[config.mk]
export PLATFORM = sky130hd
export DESIGN_NAME = raft_leader_election_fsm
export DESIGN_NICKNAME = d
export VERILOG_FILES = /design/src/rtl/raft_le_pkg.sv /design/src/rtl/raft_leader_election_fsm.sv /design/src/rtl/raft_le_front.sv /design/src/rtl/raft_le_queue.sv /design/src/rtl/raft_le_back.sv
export VERILOG_INCLUDE_DIRS = /design/src /design/src/rtl
export SDC_FILE = /design/constraint.sdc
export NUM_CORES = 1
export LEC_CHECK = 0
export ABC_CLOCK_PERIOD_IN_PS = 4070
export BUFFER_PORTS_ARGS = -buffer_cell sky130_fd_sc_hd__buf_2
export CAP_MARGIN = 20
export CORE_UTILIZATION = 50
export DETAILED_ROUTE_END_ITERATION = 12
export PLACE_DENSITY = 0.72
export SETUP_SLACK_MARGIN = 0.2
export SLEW_MARGIN = 20
export SYNTH_ARGS = -nofsm -noshare
export SYNTH_HDL_FRONTEND = slang
export SYNTH_SLANG_ARGS = --single-unit
[constraint.sdc]
create_clock -name clk -period 4.07 [get_ports clk]
set_input_delay 0.2035 -clock clk [delete_from_list [all_inputs] [get_ports clk]]
set_output_delay 0.2035 -clock clk [all_outputs]
set_load 0.05 [all_outputs]
[src/rtl/raft_leader_election_fsm_macros.svh]
// Assertion helpers for the election core; raft_le_back includes them.
`ifndef RAFT_LEADER_ELECTION_FSM_MACROS_SVH
`define RAFT_LEADER_ELECTION_FSM_MACROS_SVH

// Property that must hold at every clock edge outside reset.
`define RLE_ASSERT(lbl, prop, msg) \
    lbl: assert property (@(posedge clk) disable iff (!rst_n) (prop)) else $error(msg);

// Condition that must never be seen outside reset.
`define RLE_NEVER(lbl, cond, msg) \
    lbl: assert property (@(posedge clk) disable iff (!rst_n) !(cond)) else $error(msg);

`endif

[src/rtl/raft_le_pkg.sv]
// ----------------------------------------------------------------------------
// raft_le_pkg
// Types and constants shared by the election core modules.
// ----------------------------------------------------------------------------
package raft_le_pkg;

    localparam int MODE_W      = 3;
    localparam int MSG_TERM_W  = 32;
    localparam int ID_W        = 4;
    localparam int VOTES_W     = 5;
    localparam int NODE_CNT_W  = 5;
    localparam int CFG_DATA_W  = 5;
    localparam int CFG_INDEX_W = 2;
    localparam int S_TDATA_W   = 72;
    localparam int M_TDATA_W   = 48;
    localparam int QUEUE_DEPTH = 2;

    localparam logic [VOTES_W-1:0] VOTES_MAX = '1;

    // Register indexes on the configuration channel.
    localparam logic [CFG_INDEX_W-1:0] REG_NODE_COUNT = 2'd0;
    localparam logic [CFG_INDEX_W-1:0] REG_NODE_ID    = 2'd1;

    // Input mode codes.
    localparam logic [MODE_W-1:0] MODE_VOTE_REQ     = 3'd0;
    localparam logic [MODE_W-1:0] MODE_APPEND_REQ   = 3'd1;
    localparam logic [MODE_W-1:0] MODE_ELECT_TMO    = 3'd2;
    localparam logic [MODE_W-1:0] MODE_VOTE_REPLY   = 3'd3;
    localparam logic [MODE_W-1:0] MODE_APPEND_REPLY = 3'd4;
    localparam logic [MODE_W-1:0] MODE_HB_TICK      = 3'd5;

    // Reply kind codes.
    localparam logic [1:0] REPLY_NONE   = 2'd0;
    localparam logic [1:0] REPLY_VOTE   = 2'd1;
    localparam logic [1:0] REPLY_APPEND = 2'd2;

    // Role codes as seen on the result word.
    localparam logic [1:0] ROLE_CODE_FOLLOWER  = 2'd0;
    localparam logic [1:0] ROLE_CODE_CANDIDATE = 2'd1;
    localparam logic [1:0] ROLE_CODE_LEADER    = 2'd2;

    typedef enum logic [2:0] {
        EVT_VOTE_REQ,
        EVT_APPEND_REQ,
        EVT_ELECT_TMO,
        EVT_VOTE_REPLY,
        EVT_APPEND_REPLY,
        EVT_HB_TICK,
        EVT_IDLE
    } evt_t;

    typedef enum logic [2:0] {
        ROLE_FOLLOWER  = 3'b001,
        ROLE_CANDIDATE = 3'b010,
        ROLE_LEADER    = 3'b100
    } role_t;

    typedef struct packed {
        evt_t                  evt;
        logic [MSG_TERM_W-1:0] msg_term;
        logic [MSG_TERM_W-1:0] peer_term;
        logic                  granted;
        logic [ID_W-1:0]       sender_id;
    } item_t;

    typedef struct packed {
        logic push;
        logic full;
    } q_ctl_t;

    function automatic logic [1:0] role_code(input role_t r);
        logic [1:0] c;
        begin
            unique case (r)
                ROLE_FOLLOWER:  c = ROLE_CODE_FOLLOWER;
                ROLE_CANDIDATE: c = ROLE_CODE_CANDIDATE;
                ROLE_LEADER:    c = ROLE_CODE_LEADER;
                default:        c = ROLE_CODE_FOLLOWER;
            endcase
            return c;
        end
    endfunction

endpackage

[src/rtl/raft_leader_election_fsm.sv]
// An accepted word is written into the event queue; the back pops it when the
// output register is free and writes its result word into that register.
// Throughput: one event per cycle unless stalled; term update is combinational.
// A two-entry event queue lets input and output stall independently.
// Reset (rst_n low, asynchronous): term 1, follower, no votes, no known leader,
// node_count 3, queue and output register empty.
// ----------------------------------------------------------------------------
// raft_leader_election_fsm
// Raft-style election core: decode front, event queue, election state back.
// ----------------------------------------------------------------------------
module raft_leader_election_fsm
#(
    parameter int MAX_NODES = 16,
    parameter int TERM_BITS = 32
)
(
    input  logic                                 clk,
    input  logic                                 rst_n,
    // s_tdata: msg_term[31:0], peer_term[63:32], granted[64], sender_id[68:65], zero pad
    input  logic                                 s_tvalid,
    output logic                                 s_tready,
    input  logic [raft_le_pkg::S_TDATA_W-1:0]    s_tdata,
    // s_tuser: mode[2:0]
    input  logic [raft_le_pkg::MODE_W-1:0]       s_tuser,
    // m_tdata: reply_ok[0], term_now[32:1], role_now[34:33], leader_known[35],
    // leader_node[39:36], send_vote_requests[40], send_heartbeats[41],
    // restart_election_timer[42], start_vote_timer[43], stop_heartbeat[44], zero pad
    output logic                                 m_tvalid,
    input  logic                                 m_tready,
    output logic [raft_le_pkg::M_TDATA_W-1:0]    m_tdata,
    // m_tuser: reply_kind[1:0]
    output logic [1:0]                           m_tuser,
    input  logic                                 cfg_valid,
    output logic                                 cfg_ready,
    input  logic [raft_le_pkg::CFG_INDEX_W-1:0]  cfg_index,
    input  logic [raft_le_pkg::CFG_DATA_W-1:0]   cfg_data
);

    localparam int NCW = $clog2(MAX_NODES + 1);
    localparam int NW  = (NCW > raft_le_pkg::NODE_CNT_W) ? NCW : raft_le_pkg::NODE_CNT_W;

    logic [NW-1:0]       majority_reg, majority_next;
    logic [NW-1:0]       n_clamp;
    logic                q_full, q_valid, pop;
    raft_le_pkg::q_ctl_t q_ctl;
    raft_le_pkg::item_t  wr_item, rd_item;

    assign cfg_ready = 1'b1;

    // Clamp node_count to the legal range and keep the majority ready for use.
    // node_id is not used by the core, so writes to it are dropped.
    always_comb
    begin
        n_clamp = NW'(cfg_data[raft_le_pkg::NODE_CNT_W-1:0]);
        if (n_clamp < NW'(3))
        begin
            n_clamp = NW'(3);
        end
        else if (n_clamp > NW'(MAX_NODES))
        begin
            n_clamp = NW'(MAX_NODES);
        end
        majority_next = (n_clamp >> 1) + NW'(1);
    end

    always_ff @(posedge clk or negedge rst_n)
    begin
        if (!rst_n)
        begin
            majority_reg <= NW'(2);
        end
        else if (cfg_valid && cfg_index == raft_le_pkg::REG_NODE_COUNT)
        begin
            majority_reg <= majority_next;
        end
    end

    raft_le_front u_front
    (
        .s_tvalid (s_tvalid),
        .s_tready (s_tready),
        .s_tdata  (s_tdata),
        .s_tuser  (s_tuser),
        .q_full   (q_full),
        .q_ctl    (q_ctl),
        .item     (wr_item)
    );

    raft_le_queue u_queue
    (
        .clk      (clk),
        .rst_n    (rst_n),
        .q_ctl    (q_ctl),
        .wr_item  (wr_item),
        .full     (q_full),
        .rd_valid (q_valid),
        .pop      (pop),
        .rd_item  (rd_item)
    );

    raft_le_back
    #(
        .TERM_BITS (TERM_BITS),
        .NW        (NW)
    )
    u_back
    (
        .clk      (clk),
        .rst_n    (rst_n),
        .q_valid  (q_valid),
        .q_item   (rd_item),
        .pop      (pop),
        .majority (majority_reg),
        .m_tvalid (m_tvalid),
        .m_tready (m_tready),
        .m_tdata  (m_tdata),
        .m_tuser  (m_tuser)
    );

endmodule

[src/rtl/raft_le_front.sv]
// ----------------------------------------------------------------------------
// raft_le_front
// Accepts input words, decodes the mode into an event and fills the queue.
// ----------------------------------------------------------------------------
module raft_le_front
(
    input  logic                               s_tvalid,
    output logic                               s_tready,
    input  logic [raft_le_pkg::S_TDATA_W-1:0]  s_tdata,
    input  logic [raft_le_pkg::MODE_W-1:0]     s_tuser,
    input  logic                               q_full,
    output raft_le_pkg::q_ctl_t                q_ctl,
    output raft_le_pkg::item_t                 item
);

    raft_le_pkg::evt_t evt;

    always_comb
    begin
        unique case (s_tuser)
            raft_le_pkg::MODE_VOTE_REQ:     evt = raft_le_pkg::EVT_VOTE_REQ;
            raft_le_pkg::MODE_APPEND_REQ:   evt = raft_le_pkg::EVT_APPEND_REQ;
            raft_le_pkg::MODE_ELECT_TMO:    evt = raft_le_pkg::EVT_ELECT_TMO;
            raft_le_pkg::MODE_VOTE_REPLY:   evt = raft_le_pkg::EVT_VOTE_REPLY;
            raft_le_pkg::MODE_APPEND_REPLY: evt = raft_le_pkg::EVT_APPEND_REPLY;
            raft_le_pkg::MODE_HB_TICK:      evt = raft_le_pkg::EVT_HB_TICK;
            // mode codes 6 and 7 are unused and do nothing
            default:                        evt = raft_le_pkg::EVT_IDLE;
        endcase
    end

    assign s_tready       = !q_full;
    assign q_ctl.push     = s_tvalid && !q_full;
    assign q_ctl.full     = q_full;

    assign item.evt       = evt;
    assign item.msg_term  = s_tdata[31:0];
    assign item.peer_term = s_tdata[63:32];
    assign item.granted   = s_tdata[64];
    assign item.sender_id = s_tdata[68:65];

endmodule

[src/rtl/raft_le_queue.sv]
// ----------------------------------------------------------------------------
// raft_le_queue
// Short FIFO of decoded events between the front and the back.
// ----------------------------------------------------------------------------
module raft_le_queue
(
    input  logic                clk,
    input  logic                rst_n,
    input  raft_le_pkg::q_ctl_t q_ctl,
    input  raft_le_pkg::item_t  wr_item,
    output logic                full,
    output logic                rd_valid,
    input  logic                pop,
    output raft_le_pkg::item_t  rd_item
);

    localparam int AW = $clog2(raft_le_pkg::QUEUE_DEPTH);
    localparam int CW = $clog2(raft_le_pkg::QUEUE_DEPTH + 1);

    raft_le_pkg::item_t mem [raft_le_pkg::QUEUE_DEPTH];

    logic [AW-1:0] wr_ptr_reg, wr_ptr_next;
    logic [AW-1:0] rd_ptr_reg, rd_ptr_next;
    logic [CW-1:0] cnt_reg, cnt_next;
    logic          do_push;
    logic          do_pop;

    assign full     = (cnt_reg == CW'(raft_le_pkg::QUEUE_DEPTH));
    assign rd_valid = (cnt_reg != '0);
    assign do_push  = q_ctl.push && !q_ctl.full;
    assign do_pop   = pop && rd_valid;
    assign rd_item  = mem[rd_ptr_reg];

    always_comb
    begin
        wr_ptr_next = wr_ptr_reg;
        rd_ptr_next = rd_ptr_reg;
        cnt_next    = cnt_reg;
        if (do_push)
        begin
            wr_ptr_next = (wr_ptr_reg == AW'(raft_le_pkg::QUEUE_DEPTH - 1)) ? '0
                                                                         : wr_ptr_reg + 1'b1;
        end
        if (do_pop)
        begin
            rd_ptr_next = (rd_ptr_reg == AW'(raft_le_pkg::QUEUE_DEPTH - 1)) ? '0
                                                                         : rd_ptr_reg + 1'b1;
        end
        case ({do_push, do_pop})
            2'b10:   cnt_next = cnt_reg + 1'b1;
            2'b01:   cnt_next = cnt_reg - 1'b1;
            default: cnt_next = cnt_reg;
        endcase
    end

    always_ff @(posedge clk or negedge rst_n)
    begin
        if (!rst_n)
        begin
            wr_ptr_reg <= '0;
            rd_ptr_reg <= '0;
            cnt_reg    <= '0;
        end
        else
        begin
            wr_ptr_reg <= wr_ptr_next;
            rd_ptr_reg <= rd_ptr_next;
            cnt_reg    <= cnt_next;
        end
    end

    always_ff @(posedge clk)
    begin
        if (do_push)
        begin
            mem[wr_ptr_reg] <= wr_item;
        end
    end

endmodule

[src/rtl/raft_le_back.sv]
// ----------------------------------------------------------------------------
// raft_le_back
// Election state: one event per cycle unless stalled; registers the result.
// ----------------------------------------------------------------------------
`include "raft_leader_election_fsm_macros.svh"

module raft_le_back
#(
    parameter int TERM_BITS = 32,
    parameter int NW        = 5
)
(
    input  logic                               clk,
    input  logic                               rst_n,
    input  logic                               q_valid,
    input  raft_le_pkg::item_t                 q_item,
    output logic                               pop,
    input  logic [NW-1:0]                      majority,
    output logic                               m_tvalid,
    input  logic                               m_tready,
    output logic [raft_le_pkg::M_TDATA_W-1:0]  m_tdata,
    output logic [1:0]                         m_tuser
);

    localparam int XW = (TERM_BITS > raft_le_pkg::MSG_TERM_W) ? TERM_BITS
                                                              : raft_le_pkg::MSG_TERM_W;
    localparam logic [TERM_BITS-1:0] TERM_MAX = '1;

    logic [TERM_BITS-1:0]                term_reg, term_next;
    raft_le_pkg::role_t                  role_reg, role_next;
    logic [raft_le_pkg::VOTES_W-1:0]     votes_reg, votes_next;
    logic                                lvalid_reg, lvalid_next;
    logic [raft_le_pkg::ID_W-1:0]        lidx_reg, lidx_next;

    logic                                out_valid_reg;
    logic [raft_le_pkg::M_TDATA_W-1:0]   out_data_reg, out_data_next;
    logic [1:0]                          out_kind_reg, out_kind_next;

    logic [TERM_BITS-1:0]                mterm;
    logic [TERM_BITS-1:0]                pterm;
    logic [raft_le_pkg::VOTES_W-1:0]     votes_inc;
    logic [1:0]                          rkind;
    logic                                rok, svote, shb, rst_tmr, svt, stop;
    logic [raft_le_pkg::MSG_TERM_W-1:0]  term_out;

    assign pop   = q_valid && (!out_valid_reg || m_tready);
    assign mterm = TERM_BITS'(XW'(q_item.msg_term));
    assign pterm = TERM_BITS'(XW'(q_item.peer_term));
    assign votes_inc = (votes_reg != raft_le_pkg::VOTES_MAX) ? votes_reg + 1'b1 : votes_reg;

    always_comb
    begin
        term_next   = term_reg;
        role_next   = role_reg;
        votes_next  = votes_reg;
        lvalid_next = lvalid_reg;
        lidx_next   = lidx_reg;
        rkind       = raft_le_pkg::REPLY_NONE;
        rok         = 1'b0;
        svote       = 1'b0;
        shb         = 1'b0;
        rst_tmr     = 1'b0;
        svt         = 1'b0;
        stop        = 1'b0;
        unique case (q_item.evt)
            raft_le_pkg::EVT_VOTE_REQ:
            begin
                rkind = raft_le_pkg::REPLY_VOTE;
                rok   = (mterm > term_reg);
            end
            raft_le_pkg::EVT_APPEND_REQ:
            begin
                rkind = raft_le_pkg::REPLY_APPEND;
                if (term_reg <= mterm)
                begin
                    stop        = (role_reg == raft_le_pkg::ROLE_LEADER);
                    role_next   = raft_le_pkg::ROLE_FOLLOWER;
                    term_next   = mterm;
                    lvalid_next = 1'b1;
                    lidx_next   = q_item.sender_id;
                    rst_tmr     = 1'b1;
                    rok         = 1'b1;
                end
            end
            raft_le_pkg::EVT_ELECT_TMO:
            begin
                if (mterm >= term_reg && role_reg != raft_le_pkg::ROLE_LEADER)
                begin
                    role_next  = raft_le_pkg::ROLE_CANDIDATE;
                    // saturate the term at its largest value
                    term_next  = (term_reg != TERM_MAX) ? term_reg + 1'b1 : term_reg;
                    votes_next = raft_le_pkg::VOTES_W'(1);
                    svote      = 1'b1;
                    svt        = 1'b1;
                end
            end
            raft_le_pkg::EVT_VOTE_REPLY:
            begin
                if (mterm == term_reg && role_reg == raft_le_pkg::ROLE_CANDIDATE
                    && q_item.granted)
                begin
                    votes_next = votes_inc;
                    if (NW'(votes_inc) >= majority)
                    begin
                        role_next = raft_le_pkg::ROLE_LEADER;
                        shb       = 1'b1;
                    end
                end
            end
            raft_le_pkg::EVT_APPEND_REPLY:
            begin
                if (mterm == term_reg && pterm > term_reg)
                begin
                    stop      = (role_reg == raft_le_pkg::ROLE_LEADER);
                    role_next = raft_le_pkg::ROLE_FOLLOWER;
                    term_next = pterm;
                    rst_tmr   = 1'b1;
                end
            end
            raft_le_pkg::EVT_HB_TICK:
            begin
                shb = (mterm == term_reg && role_reg == raft_le_pkg::ROLE_LEADER);
            end
            default:
            begin
                rkind = raft_le_pkg::REPLY_NONE;
            end
        endcase
    end

    assign term_out      = raft_le_pkg::MSG_TERM_W'(XW'(term_next));
    assign out_kind_next = rkind;
    assign out_data_next = {3'b000, stop, svt, rst_tmr, shb, svote, lidx_next, lvalid_next,
                            raft_le_pkg::role_code(role_next), term_out, rok};

    always_ff @(posedge clk or negedge rst_n)
    begin
        if (!rst_n)
        begin
            term_reg      <= TERM_BITS'(1);
            role_reg      <= raft_le_pkg::ROLE_FOLLOWER;
            votes_reg     <= '0;
            lvalid_reg    <= 1'b0;
            lidx_reg      <= '0;
            out_valid_reg <= 1'b0;
        end
        else
        begin
            if (pop)
            begin
                term_reg   <= term_next;
                role_reg   <= role_next;
                votes_reg  <= votes_next;
                lvalid_reg <= lvalid_next;
                lidx_reg   <= lidx_next;
            end
            if (pop)
            begin
                out_valid_reg <= 1'b1;
            end
            else if (m_tready)
            begin
                out_valid_reg <= 1'b0;
            end
        end
    end

    always_ff @(posedge clk)
    begin
        if (pop)
        begin
            out_data_reg <= out_data_next;
            out_kind_reg <= out_kind_next;
        end
    end

    assign m_tvalid = out_valid_reg;
    assign m_tdata  = out_data_reg;
    assign m_tuser  = out_kind_reg;

    `RLE_ASSERT(a_stop_as_follower,
                (m_tvalid && m_tdata[44]) |-> (m_tdata[34:33] == raft_le_pkg::ROLE_CODE_FOLLOWER),
                "stop_heartbeat raised without stepping down")
    `RLE_ASSERT(a_hb_as_leader,
                (m_tvalid && m_tdata[41]) |-> (m_tdata[34:33] == raft_le_pkg::ROLE_CODE_LEADER),
                "heartbeats sent while not leader")
    `RLE_ASSERT(a_term_monotonic, pop |=> (term_reg >= $past(term_reg)),
                "term moved backward")
    `RLE_NEVER(a_vote_req_role,
               m_tvalid && m_tdata[40] && (m_tdata[34:33] != raft_le_pkg::ROLE_CODE_CANDIDATE),
               "vote requests sent outside a candidacy")

endmodule
**Yosys cells after proc, flatten, opt, wreduce, memory -nomap -nowiden**

Memories as Yosys holds them, arrays and structs flattened.
Index checks and enable logic that the tools add are counted.

- Equality and inequality tests: 23
- Reductions and logical operators: 21
- Add/subtract/negate cells: 7
- Magnitude comparators: 7
- Mux-type cells: 43

Operators with widths:

| kind | number |
|---|---|
| 32-bit two-way mux | 4 |
| 32-bit case mux with 3 select lines | 1 |
| 32-bit greater-than comparator | 2 |
| 32-bit by 1-bit adder with 32-bit output, second input constant | 1 |
| 32-bit == test | 1 |
| 32-bit greater-or-equal comparator | 1 |
| 32-bit less-or-equal comparator | 1 |
| 32-bit != test, second input constant | 1 |
| 5-bit two-way mux | 5 |
| 3-bit by 2-bit == test with 1-bit output, second input constant | 6 |
| 3-bit == test, second input constant | 6 |
| 3-bit case mux with 6 select lines | 1 |
| 1-bit two-way mux | 16 |
| 3-bit two-way mux | 5 |
| 2-bit case mux with 2 select lines | 3 |
| 3-bit case mux with 4 select lines | 1 |
| 1-bit logical AND | 10 |
| 5-bit case mux with 2 select lines | 1 |
| 4-bit two-way mux | 2 |
| 1-bit case mux with 2 select lines | 4 |
| 2-bit nonzero test | 4 |
| 3-bit by 1-bit == test with 1-bit output, second input constant | 2 |
| 3-bit zero test | 2 |
| 4-bit by 1-bit adder with 5-bit output, second input constant | 1 |
| other kinds (16) | 20 |

- Flip-flop bits (word level): 102
- Memories: 1
- Logic and storage cells: 114
- Output and inout port bits: 53
- Input bits: 87
- RAM bits: 144

Memory list:

| name | depth | bits a word | rd ports | clocked after Yosys merged registers in | write ports | line | text |
|---|---|---|---|---|---|---|---|
| u_queue.mem | 2 | 72 | 1 | 0 | 1 | raft_le_queue.sv:20 | `raft_le_pkg::item_t mem [raft_le_pkg::QUEUE_DEPTH];` |

**Logic depth before layout (Yosys ltp)**

- Word-level depth: 8
- Gate-level depth with buffers: 17
- Mapped depth without buffers: 12

**By module**

A second synthesis with hierarchy kept.

- Cells, all modules: 1099
- Area, all modules: 13579.3 um^2

Modules (own cells, without submodules):

| module | area each (um^2) | seq. area each (um^2) | cells an instance | times used |
|---|---|---|---|---|
| raft_le_back | 7024.2 | 2534.9 | 759 | 1 |
| raft_le_queue | 5744.3 | 4424.2 | 242 | 1 |
| raft_le_front | 550.5 | 0.0 | 75 | 1 |
| raft_leader_election_fsm | 260.2 | 126.4 | 23 | 1 |

**Worst setup path before layout**

OpenSTA, ideal clock, no wires.

- Path type: reg2reg
- From: register u_queue.cnt_reg[0]
- To: memory u_queue.mem[0][0] (netlist bit), enable pin
- Library setup time: 0.503 ns
- Required time: 3.567 ns
- Clock period less this slack: 4.714 ns
- Data arrival time: 4.211 ns
- Buffers on the path: 1
- Setup slack: -0.644 ns
- Stages on the path, launching flop included: 5
- Cells stage by stage: dfrtp_1 clkbuf_1 nand2b_1 nand2_1 nor2_1

- Cells in the longest elaborated chain, start to end: 6

Ends and longest elaborated chain:

| item | line | text |
|---|---|---|
| from (decl) | raft_le_queue.sv:24 | `logic [CW-1:0] cnt_reg, cnt_next;` |
| from (signal assigned) | raft_le_queue.sv:68 | `cnt_reg <= cnt_next;` |
| 2-bit == test * | raft_le_queue.sv:28 | `assign full = (cnt_reg == CW'(raft_le_pkg::QUEUE_DEPTH));` |
| 1-bit zero test * | - |  |
| named net s_tready | raft_leader_election_fsm.sv:21 | `output logic s_tready,` |
| 1-bit logical AND | raft_le_front.sv:33 | `assign q_ctl.push = s_tvalid && !q_full;` |
| 1-bit logical AND * | raft_le_queue.sv:30 | `assign do_push = q_ctl.push && !q_ctl.full;` |
| 1-bit two-way mux * | raft_le_queue.sv:74 | `if (do_push)` |
| 1-bit two-way mux (not written as such) * | raft_le_queue.sv:76 | `mem[wr_ptr_reg] <= wr_item;` |
| to (decl) | raft_le_queue.sv:20 |  |

The timed path passes the listed nets; every way through them passes the cells marked *.

**Final worst setup path**

- From: register u_queue.rd_ptr_reg
- To: register u_back.out_data_reg, in the netlist u_back.m_tdata[7] (data pin)

- Cells in the longest elaborated chain, start to end: 5
- Elaborated cells between the ends (all ways): 14
- Classes of those cells: 3 x order compare; 4 x eq/ne; 4 x mux; 2 x reduce/logical; 1 x memory

Ends and longest elaborated chain:

| item | line | text |
|---|---|---|
| from (decl) | raft_le_queue.sv:23 | `logic [AW-1:0] rd_ptr_reg, rd_ptr_next;` |
| from (signal assigned) | raft_le_queue.sv:67 | `rd_ptr_reg <= rd_ptr_next;` |
| memory read 2 x 72 bit * | - |  |
| 32-bit greater-than comparator (tied with other cells) | raft_le_back.sv:112 | `if (mterm == term_reg && pterm > term_reg)` |
| 1-bit logical AND, on equally long branches | raft_le_back.sv:112, raft_le_back.sv:87 |  |
| 32-bit two-way mux, on equally long branches | raft_le_back.sv:112, raft_le_back.sv:87 |  |
| 32-bit case mux with 3 select lines * | raft_le_back.sv:65 | `unique case (q_item.evt)` |
| named net u_back.out_data_next, one bit | raft_le_back.sv:36 | `logic [raft_le_pkg::M_TDATA_W-1:0] out_data_reg, out_data_next;` |
| to (signal assigned) | raft_le_back.sv:172 | `out_data_reg <= out_data_next;` |
| to (decl) | raft_le_back.sv:36 |  |

Marked as above.
A chain may end at the register's enable or synchronous reset.

==> results.md <==
* Multi-input gate area at 0.00545 mm^2
* Setup Total Neg Slack at 0 ns
* Num CTS Buffers at 26
* Compound-Gate Fraction of Synth Area at 14.3%
* CP startpoint: u_queue.rd_ptr_reg
* Synth cell types at 81
* Post-Layout Cell Count at 1678
* Number of diodes at 0
* Worst min-delay path class: in -> reg
* Adder-cell share of the synthesized area at between 7 and 8%
* Clock slew at reported path FFs at 0.06 ns
* Setup Viol. Count Final at 0
* CTS Buffer Depth at 3
* Reg2Reg Setup Slack at 0.22 ns
* RSZ-0062 raised after global routing: true
* FMAX at 259 MHz
* R2R Path End: u_back.m_tdata[7]
* Ys async rst share at 22.4%
* Register area at 0.00709 mm^2
* Crit share post-route at a little over nine tenths
* Final Critical Period at 3.85 ns
* Number of flops mapped to enable cells by yosys at between 150 and 200
* Ys flop type: edfxtp_1
* CP Data Arrival Time at 4.15 ns
* Hold depth at 3
* Seq cells post-synth at 245
* Gate Count Post-Synth at 1066
* Worst-path fanout max at 7
* Initial core utilization at roughly half
* Initial antenna violation count at 0
* Min Hold Slack at 0.0117 ns
* Syn Area/Cell at 12.0 um^2
* Min-delay src: cfg_data[1]
* Total gr overflow at 0
* Htree depth at 1
* CP Capture Type: flop
* I/O pin count at between 100 and 150
* Final Hold Vio Count at 0
* CTS Sinks at 245
* Power Density at 757 mW/mm^2
* Remaining DRCs at 0
* Hold EP: majority_reg[3]
* Die width at 162 um
* Cell Rows at 58
* R2R depth at 16
* Power, Total at approximately 12 mW
* Die area at around 0.026 mm^2
* Sequential share of the synthesized area at 55.6%
* LEAKAGE at 6.46 nW
* Max-cap viol count at 0
* Post-placement cell count at 1535
* # fillers at 1908
* Largest family of logic cells by synthesized area: compound AO/OA/AOI/OAI gates
* Pre-Repair DR Iteration Count at 5
* RD Place Congestion at approximately 0.95
* Final slew viol count at 0
* Vias in the first global route at 9565
* Relative slew margins at 35.7%
* Crit path kind: reg -> reg
* DRT iter0 DRCs at 1083
* Data required, critical path at 4.37 ns
* Critical Path Start Type: flop
* Status: complete, no violations
* CTS root buffer: clkbuf_16
* Detailed placer's ending HPWL at between 20000 and 25000 um
* Mux cell area share after synthesis at under 10%
* Worst r2r src: u_queue.rd_ptr_reg
* Cell Area, Synth at 0.0127 mm^2
* Simple-gate portion of the synthesized area at about an eighth
* DR WL/cell at 21.5 um
* P&R area growth vs syn at 27.1%
* Maximum vdd drop at slightly above 0.5 mV
* PortBufs at about 130
* Post-Route WL at roughly 36000 um
* Share of post-route cells with drive strength above 1 at 27.2%
* Slew @ Worst Pin at 0.958 ns
* Max reg flops at ~140
* Nets@finish at 1488
* DR vias at 10100
* First-pass GRT wire length at 53300 um
* Synthesis Warnings at 0
* Routed vias/inst at 6.01
* Tot GR Track Use at 27.0%
* Core area at 0.0251 mm^2
* Die Height at ~160 um
* Clk_skew at 0.0145 ns
* XOR/XNOR Fraction of Synth Area at 0.756%
* Largest net degree at the start of global routing at 64
* Antenna Nets Post-Route at 0
* Worst skew pair latency at roughly 0.54 ns
* TritonCTS clock tree: built
* Util after Layout at roughly 64%
-- cell families after synthesis --
kind of cell	after synthesis
and+or+nand+nor	281
AOI/OAI and AO/OA	266
DFF	245
buffers and inverters	108
muxes	80
adders and majority gates	73
xor gates and xnor gates	11
other	2
-- synthesized netlist by cell type (15+ instances only) --
cell,instances,area (um^2)
edfxtp_1,190,5710
ha_1,73,913
mux2_2,58,653
nor2_1,57,214
inv_1,54,203
nand2_1,54,203
dfrtp_1,52,1300
a21oi_1,48,240
o21ai_0,43,215
nand3_1,30,150
nand4_1,27,169
nor3_1,27,135
a31oi_1,26,163
clkbuf_1,25,93.8
mux2i_1,22,220
buf_2,18,90.1
a22o_1,17,149
nor4_1,15,93.8
-- metrics by stage --
stage / instance area (um^2) / setup WS [ns]
3_5_place_dp: 14100 / 0.0775
4_1_cts: 15700 / 0.202
3_3_place_gp: 14100 / 0.149
2_1_floorplan: 12800 / 0.208
5_1_grt: 16200 / 0.144
6_report: 16200 / 0.216
-- worst max-delay path, cell delays in order, from the launching register on --
cell      delay, ns
dfrtp_4        0.51
buf_4          0.18
buf_12         0.14
mux2_2         0.30
ha_1           0.30
a21oi_1        0.14
nor2_1         0.06
a211oi_1       0.43
nand4_1        0.15
buf_4          0.19
o211ai_1       0.28
buf_4          0.18
inv_2          0.10
and4_1         0.24
a211oi_2       0.18
o21ai_1        0.10
buf_4          0.14
-- layer usage --
| layer | routed length, um | vias to the layer above | track usage (%) | share of wire [%] |
|---|---|---|---|---|
| met4 | 1050 | 0 | 9.05 | 2.9 |
| met3 | 3150 | 62 | 5.47 | 8.7 |
| li1 | - | 4660 | - | - |
| met1 | 15300 | 4857 | 37.7 | 42 |
| met2 | 16700 | 504 | 42.1 | 46 |
| met5 | 0 | - | 0 | 0 |
-- placed cells by master, fill, tap and decap left out, drive strengths merged, types with 12 or more instances in the layout --
cell type and n:
nor3 28, a211oi 12, o21ai 48, a31oi 26, nor4 18, dfrtp 52
nand2 54, a21oi 49, nor2 58, mux2i 22, clkbuf 38, edfxtp 190
o31ai 12, mux2 58, buf 206, a22o 17, ha 73, dlygate4sd3 74
inv 57, nand3 31, and3 14, nand4 28
-- final cells by class --
type | count | area share [%]
sequential | 245 | 43.8
inverter | 55 | 1.27
clock inverter | 15 | 0.680
timing repair buffer | 285 | 13.5
tap | 330 | 2.55
clock buffer | 33 | 4.50
multi-input combinational | 715 | 33.7
-- repair_timing --
action / CTS / global route
hold buffers: 74 / 0
gates resized for setup: 4 / 46
pin swaps: 1 / 20
buffers inserted: 1 / 15
gates cloned: 0 / 5
endpoints found under the hold margin: 165 / 0
setup endpoints to repair: 25 / 64
-- where the power goes --
part | internal [mW] | switching, mW | leakage [nW]
Combinational | 2.20 | 3.77 | 3.57
Clock | 1.33 | 0.989 | 0.407
Sequential | 3.61 | 0.362 | 2.48
-- worst max-delay path by stage --
stage,to,slack [ns]
2_1_floorplan,u_back.term_reg[4],0.21
3_3_place_gp,u_back.m_tdata[10],0.15
3_5_place_dp,u_back.m_tdata[1],0.08
4_1_cts,u_back.m_tdata[21],0.20
5_1_grt,u_back.m_tdata[7],0.14
6_report,u_back.m_tdata[7],0.22
No activity file was read; power rests on OpenSTA's default activity.
